## src/rtl/stmr_pkg.sv

```systemverilog
// shared types, codes and the divider step for the tile-map background renderer
// used by stmr_div, stmr_mem and scrolled_tile_map_pixel_renderer
package stmr_pkg;

    typedef logic [1:0] op_t;
    localparam op_t OP_TILE    = 2'd0;
    localparam op_t OP_PALETTE = 2'd1;
    localparam op_t OP_RENDER  = 2'd2;

    typedef logic [2:0] cfg_idx_t;
    localparam cfg_idx_t CFG_SCROLL_HORIZ = 3'd0;
    localparam cfg_idx_t CFG_SCROLL_VERT  = 3'd1;
    localparam cfg_idx_t CFG_TILE_PIXELS  = 3'd2;
    localparam cfg_idx_t CFG_MAP_COLS     = 3'd3;
    localparam cfg_idx_t CFG_MAP_ROWS     = 3'd4;
    localparam cfg_idx_t CFG_MAP_READY    = 3'd5;

    localparam int DVD_W = 16;  // world coordinate, non-negative part
    localparam int TS_W  = 7;   // tile edge and its remainder
    localparam int ACC_W = TS_W + DVD_W;

    typedef logic [ACC_W-1:0] acc_t;

    // everything an item carries down the pipeline
    typedef struct packed {
        op_t        op;
        logic       emit;
        logic       zero;
        logic [6:0] ts;
        logic [6:0] cols;
        logic [6:0] rows;
        logic [5:0] tile_col;
        logic [5:0] tile_row;
        logic [7:0] tile_code;
        logic [7:0] palette_slot;
        logic [7:0] palette_color;
    } tag_t;

    // one restoring division step: {remainder, dividend/quotient} shifted left
    function automatic acc_t div_step(acc_t acc, logic [TS_W-1:0] ts);
        logic [TS_W:0]   cand;
        logic [TS_W:0]   diff;
        logic            q;
        logic [TS_W-1:0] rem;
        cand = acc[ACC_W-1:DVD_W-1];
        diff = cand - {1'b0, ts};
        q    = (cand >= {1'b0, ts});
        rem  = q ? diff[TS_W-1:0] : cand[TS_W-1:0];
        return {rem, acc[DVD_W-2:0], q};
    endfunction

endpackage

```

## src/rtl/stmr_div.sv

```systemverilog
// pipelined restoring divider, two lanes sharing one divisor, one quotient bit per stage
// depends on stmr_pkg (tag_t, acc_t, div_step)
module stmr_div (
    input  logic                        clk,
    input  logic                        rst_n,
    input  logic                        in_valid,
    input  stmr_pkg::tag_t              in_tag,
    input  logic [stmr_pkg::DVD_W-1:0]  in_dvd_x,
    input  logic [stmr_pkg::DVD_W-1:0]  in_dvd_y,
    output logic                        out_valid,
    output stmr_pkg::tag_t              out_tag,
    output logic [stmr_pkg::DVD_W-1:0]  out_quot_x,
    output logic [stmr_pkg::DVD_W-1:0]  out_quot_y
);

    localparam int N = stmr_pkg::DVD_W;

    logic [N-1:0]   valid_reg;
    stmr_pkg::tag_t tag_reg  [N];
    stmr_pkg::acc_t accx_reg [N];
    stmr_pkg::acc_t accy_reg [N];

    always_ff @(posedge clk or negedge rst_n)
    begin
        if (!rst_n)
        begin
            valid_reg <= '0;
        end
        else
        begin
            valid_reg <= {valid_reg[N-2:0], in_valid};
        end
    end

    for (genvar i = 0; i < N; i++)
    begin : g_stage
        if (i == 0)
        begin : g_first
            always_ff @(posedge clk)
            begin
                tag_reg[0]  <= in_tag;
                accx_reg[0] <= stmr_pkg::div_step({7'd0, in_dvd_x}, in_tag.ts);
                accy_reg[0] <= stmr_pkg::div_step({7'd0, in_dvd_y}, in_tag.ts);
            end
        end
        else
        begin : g_next
            always_ff @(posedge clk)
            begin
                tag_reg[i]  <= tag_reg[i-1];
                accx_reg[i] <= stmr_pkg::div_step(accx_reg[i-1], tag_reg[i-1].ts);
                accy_reg[i] <= stmr_pkg::div_step(accy_reg[i-1], tag_reg[i-1].ts);
            end
        end
    end

    assign out_valid  = valid_reg[N-1];
    assign out_tag    = tag_reg[N-1];
    assign out_quot_x = accx_reg[N-1][N-1:0];
    assign out_quot_y = accy_reg[N-1][N-1:0];

endmodule

```

## config.mk

```make
export PLATFORM = sky130hd
export DESIGN_NAME = stmr_div
export DESIGN_NICKNAME = d
export VERILOG_FILES = /design/src/rtl/stmr_pkg.sv /design/src/rtl/stmr_div.sv
export SDC_FILE = /design/constraint.sdc
export NUM_CORES = 1
export LEC_CHECK = 0
export ABC_AREA = 1
export BUFFER_PORTS_ARGS = -buffer_cell sky130_fd_sc_hd__buf_2
export CAP_MARGIN = 20
export CORE_MARGIN = 5
export CORE_UTILIZATION = 45
export CTS_CLUSTER_DIAMETER = 200
export DETAILED_ROUTE_END_ITERATION = 8
export SLEW_MARGIN = 20
export SYNTH_ARGS = -nofsm -noshare
export SYNTH_HDL_FRONTEND = slang
export SYNTH_SLANG_ARGS = --single-unit
```

## constraint.sdc

```tcl
create_clock -name clk -period 3.3 [get_ports clk]
set_input_delay 0.33 -clock clk [delete_from_list [all_inputs] [get_ports clk]]
set_output_delay 0.33 -clock clk [all_outputs]
set_load 0.05 [all_outputs]
```

==> impl_metrics.prom <==
# TYPE chip_impl_metric gauge
chip_impl_metric{name="worstMarginPinSlew",unit="ns"} 0.6731
chip_impl_metric{name="die_area",unit="um^2"} 116800
chip_impl_metric{name="routedWlPerCell",unit="um"} 12.06
chip_impl_metric{name="grt_first_pass_wirelength",unit="um"} 129900
chip_impl_metric{name="yosys_warnings",unit=""} 0
chip_impl_metric{name="drv_cap",unit=""} 0
chip_impl_info{name="critical_path.cell_chain",value="ha_1 > fa_1 > inv_1 > nand2_1 > nand2_1 > nand2_1 > o21ai_0 > nand2_1 > nand3_1 > nand2_1"} 1
chip_impl_info{name="crit_path_top_delay_cell",value="sky130_fd_sc_hd__fa_1"} 1
chip_impl_metric{name="grt-ovfl-total",unit=""} 0
chip_impl_metric{name="switchingPower",unit="uW"} 16310
chip_impl_metric{name="die_h",unit="um"} 341.7
chip_impl_metric{name="start_util",unit="%"} 45.42
chip_impl_info{name="cts_tree",value="built"} 1
chip_impl_metric{name="finalWirelength",unit="um"} 77150
chip_impl_metric{name="netlist_area",unit="um^2"} 49510
chip_impl_metric{name="grt_pass1_vias",unit=""} 27034
chip_impl_metric{name="path_max_fanout",unit=""} 5
chip_impl_metric{name="grt_antenna_before_repair",unit=""} 4
chip_impl_info{name="grt.busiest_layer",value="met2"} 1
chip_impl_metric{name="setup_total_negative_slack",unit="ns"} 0
chip_impl_metric{name="rows",unit=""} 121
chip_impl_metric{name="cell_internal_pwr",unit="uW"} 39660
chip_impl_metric{name="worst-path-buf-inv",unit=""} 1
chip_impl_metric{name="cp_data_required_time",unit="ns"} 3.89
chip_impl_metric{name="r2r_slack",unit="ns"} 1.42
chip_impl_metric{name="final.period_utilization",unit="%"} 56.99
chip_impl_metric{name="grt_start_max_net_pins",unit=""} 17
chip_impl_metric{name="max_stage_delay",unit="ns"} 0.42
chip_impl_metric{name="floorplan.die.width",unit="um"} 341.7
chip_impl_metric{name="slew_headroom",unit="%"} 54.98
chip_impl_metric{name="clockBufferDepth",unit=""} 3
chip_impl_metric{name="syn-mean-instance-area",unit="um^2"} 11.00
chip_impl_metric{name="power",unit="uW"} 55960
chip_impl_metric{name="grt_usage",unit="%"} 13.47
chip_impl_metric{name="drc",unit=""} 0
chip_impl_metric{name="syn-instance-count",unit=""} 4502
chip_impl_metric{name="ir_worst_vdd",unit="V"} 0.0007313
chip_impl_metric{name="tritoncts_num_sinks",unit=""} 1714
chip_impl_metric{name="dp_hpwl",unit="um"} 55140
chip_impl_info{name="dominant_delay_contributor_by_cell_family_on_the_critical_path",value="adder cells"} 1
chip_impl_metric{name="flow.area_growth_from_synthesis",unit="%"} 17.74
chip_impl_metric{name="max_reg_flops",unit=""} 976
chip_impl_metric{name="timing.final.crit_period",unit="ns"} 1.881
chip_impl_metric{name="synth_cell_types",unit=""} 23
chip_impl_metric{name="finalHoldViolCount",unit=""} 0
chip_impl_info{name="clk_root_buffer_cell",value="sky130_fd_sc_hd__clkbuf_16"} 1
chip_impl_metric{name="routability_congestion",unit=""} 0.8561
chip_impl_metric{name="p_seq_share",unit="%"} 44.6
chip_impl_info{name="end_kind",value="flip-flop"} 1
chip_impl_metric{name="finish.utilization",unit="%"} 53.48
chip_impl_metric{name="vias",unit=""} 27500
chip_impl_metric{name="resized_cells_post_cts",unit=""} 0
chip_impl_metric{name="power_density",unit="nW/um^2"} 960.1
chip_impl_metric{name="final-setup-viol-count",unit=""} 0
chip_impl_metric{name="power_switching_share",unit="%"} 29.14
chip_impl_metric{name="groute.layer.met3.usage",unit="%"} 3.059
chip_impl_metric{name="skew",unit="ns"} 0.03934
chip_impl_metric{name="worst-endpoint-arrival",unit="ns"} 2.47
chip_impl_metric{name="yosys_register_bits",unit=""} 1714
chip_impl_metric{name="ys_seq_area_share",unit="%"} 69.47
chip_impl_metric{name="drive_above_1_share",unit="%"} 11.41
chip_impl_metric{name="pwr-share-clk",unit="%"} 34.2
chip_impl_info{name="run_status",value="finished, final reports clean"} 1
chip_impl_metric{name="timing_max_transition_violations_final",unit=""} 0
chip_impl_metric{name="max_clock_freq",unit="MHz"} 531.7
chip_impl_metric{name="finalHoldWorstSlack",unit="ns"} 0.2105
chip_impl_metric{name="pin_count",unit=""} 190
chip_impl_metric{name="core_area",unit="um^2"} 109000
chip_impl_metric{name="antenna-diode-count",unit=""} 0
chip_impl_metric{name="port-buffer-count",unit=""} 189
chip_impl_metric{name="syn-num-nets",unit=""} 4840
chip_impl_info{name="hold_path_class",value="in -> reg"} 1
chip_impl_metric{name="num-nets-final",unit=""} 5197
chip_impl_info{name="worstSetupStartpointType",value="flip-flop"} 1
chip_impl_metric{name="detail_route.vias_per_cell",unit=""} 4.297
chip_impl_metric{name="cts_post_setup_buffers_inserted",unit=""} 0
chip_impl_metric{name="grt.met1_usage",unit="%"} 17.49
chip_impl_info{name="rsz_0062_raised_after_global_routing",value="false"} 1
chip_impl_metric{name="clk-insertion-delay-late",unit="ns"} 0.74
chip_impl_metric{name="h-tree-depth",unit=""} 4
chip_impl_metric{name="global_routing_usage_on_met2",unit="%"} 21.88
chip_impl_metric{name="cts.reportedPaths.clkPinSlew",unit="ns"} 0.06
chip_impl_info{name="timing.critical_path.mode_cell",value="sky130_fd_sc_hd__nand2_1"} 1
chip_impl_metric{name="cellLeakagePower",unit="uW"} 0.02763
chip_impl_metric{name="dr.first_iter.drc_count",unit=""} 1275
chip_impl_metric{name="cts_inserted_buffers",unit=""} 163
chip_impl_info{name="criticalPathCategory",value="reg -> reg"} 1
chip_impl_metric{name="combinational_cell_fraction_of_total_power",unit="%"} 21.2
chip_impl_metric{name="detail_route.first_pass.iterations",unit=""} 5
chip_impl_metric{name="detail-route-antenna-nets",unit=""} 0
-- metal layers --
metal | share of wire (%) | vias up
li1 | - | 14638
met2 | 45 | 452
met4 | 3.3 | 0
met5 | 0 | -
met3 | 4.5 | 184
met1 | 47 | 12226
-- cells in the final DEF, fill, tap and decap left out, drive strengths merged --
| cell type | Yosys | layout |
|---|---|---|
| clkbuf | 0 | 224 |
| nand4 | 58 | 58 |
| nand2 | 1039 | 1039 |
| or2 | 28 | 28 |
| nor3 | 4 | 4 |
| dfxtp | 1698 | 1698 |
| ha | 214 | 214 |
| a21boi | 1 | 1 |
| xor2 | 2 | 2 |
| xnor2 | 56 | 56 |
| o21ai | 89 | 89 |
| nor4 | 1 | 1 |
| dlygate4sd3 | 0 | 96 |
| nand3 | 362 | 362 |
| fa | 28 | 28 |
| buf | 93 | 189 |
| clkinvlp | 0 | 13 |
| bufinv | 0 | 17 |
| inv | 587 | 593 |
| a21oi | 66 | 66 |
| dfrtp | 16 | 16 |
| nor2 | 160 | 160 |
| clkinv | 0 | 32 |
-- metrics by stage --
step / instances / area [um^2] / worst slack [ns]
5_1_grt: 6400 / 58290 / 1.260
4_1_cts: 6400 / 58290 / 1.402
6_report: 6400 / 58290 / 1.419
2_1_floorplan: 4502 / 49510 / 1.709
3_3_place_gp: 6012 / 51530 / 1.402
3_5_place_dp: 6012 / 51530 / 1.420
-- final cells by class --
class                      count  area, um^2
fill                        9473       50710
inverter                     587        2203
clock inverter                68        1124
clock buffer                 224        4681
tap                         1414        1769
sequential                  1714       34390
timing repair buffer         285        1907
multi-input combinational   2108       12210
-- Yosys cell counts --
master,instances,area (um^2)
sky130_fd_sc_hd__xor2_1,2,17.52
sky130_fd_sc_hd__nand3_1,334,1672
sky130_fd_sc_hd__nor3_1,4,20.02
sky130_fd_sc_hd__nor4_1,1,6.260
sky130_fd_sc_hd__nand3_4,28,490.5
sky130_fd_sc_hd__or2_4,28,245.2
sky130_fd_sc_hd__buf_4,93,698.2
sky130_fd_sc_hd__o21ai_1,58,290.3
sky130_fd_sc_hd__nand2_1,1039,3900
sky130_fd_sc_hd__ha_1,214,2678
sky130_fd_sc_hd__dfrtp_1,16,400.4
sky130_fd_sc_hd__nor2_1,131,491.7
sky130_fd_sc_hd__dfxtp_1,1698,33990
sky130_fd_sc_hd__a21oi_1,38,190.2
sky130_fd_sc_hd__nand4_1,58,362.9
sky130_fd_sc_hd__xnor2_1,56,490.5
sky130_fd_sc_hd__inv_2,1,3.750
sky130_fd_sc_hd__nor2_2,29,181.4
sky130_fd_sc_hd__o21ai_0,31,155.2
sky130_fd_sc_hd__a21oi_4,28,455.4
sky130_fd_sc_hd__a21boi_0,1,7.510
sky130_fd_sc_hd__fa_1,28,560.5
sky130_fd_sc_hd__inv_1,586,2200
-- path summary, 6_finish.rpt --
check	endpoint	start	depth (start not counted)
max	accx_reg[5][22]	tag_reg[1][111]	10
min	tag_reg[0][39]	in_tag[39]	2
max reg2reg	accx_reg[5][22]	tag_reg[1][111]	10
min reg2reg	tag_reg[1][153]	tag_reg[1][92]	0
max in group asynchronous	valid_reg[4]	rst_n	3
min in group asynchronous	valid_reg[14]	rst_n	3
-- power groups by stage --
stage                     clock, uW  combinational [uW]  sequential (uW)
after floorplan                   0                9910            24900
after CTS                     19900               11900            25000
after detailed placement          0               11800            25400
final                         19200               11900            24900
after global routing          20700               13700            25300
after global placement            0               11700            25400
-- repair_timing --
item                       4_1_cts  5_1_grt
hold buffers                    96        0
setup endpoints to repair        0        0
hold endpoints to repair       117        0
-- logic make-up after synthesis --
family                   count (synthesis)  share of synthesized area [%]
AO/OA/AOI/OAI                          156                          2.219
AND/OR/NAND/NOR                       1652                          14.89
buffers and inverters                  680                          5.861
flip-flops                            1714                          69.47
XOR/XNOR                                58                          1.026
adder cells (fa/ha/maj)                242                          6.540
Note: power is estimated with default switching activity, not from simulation.
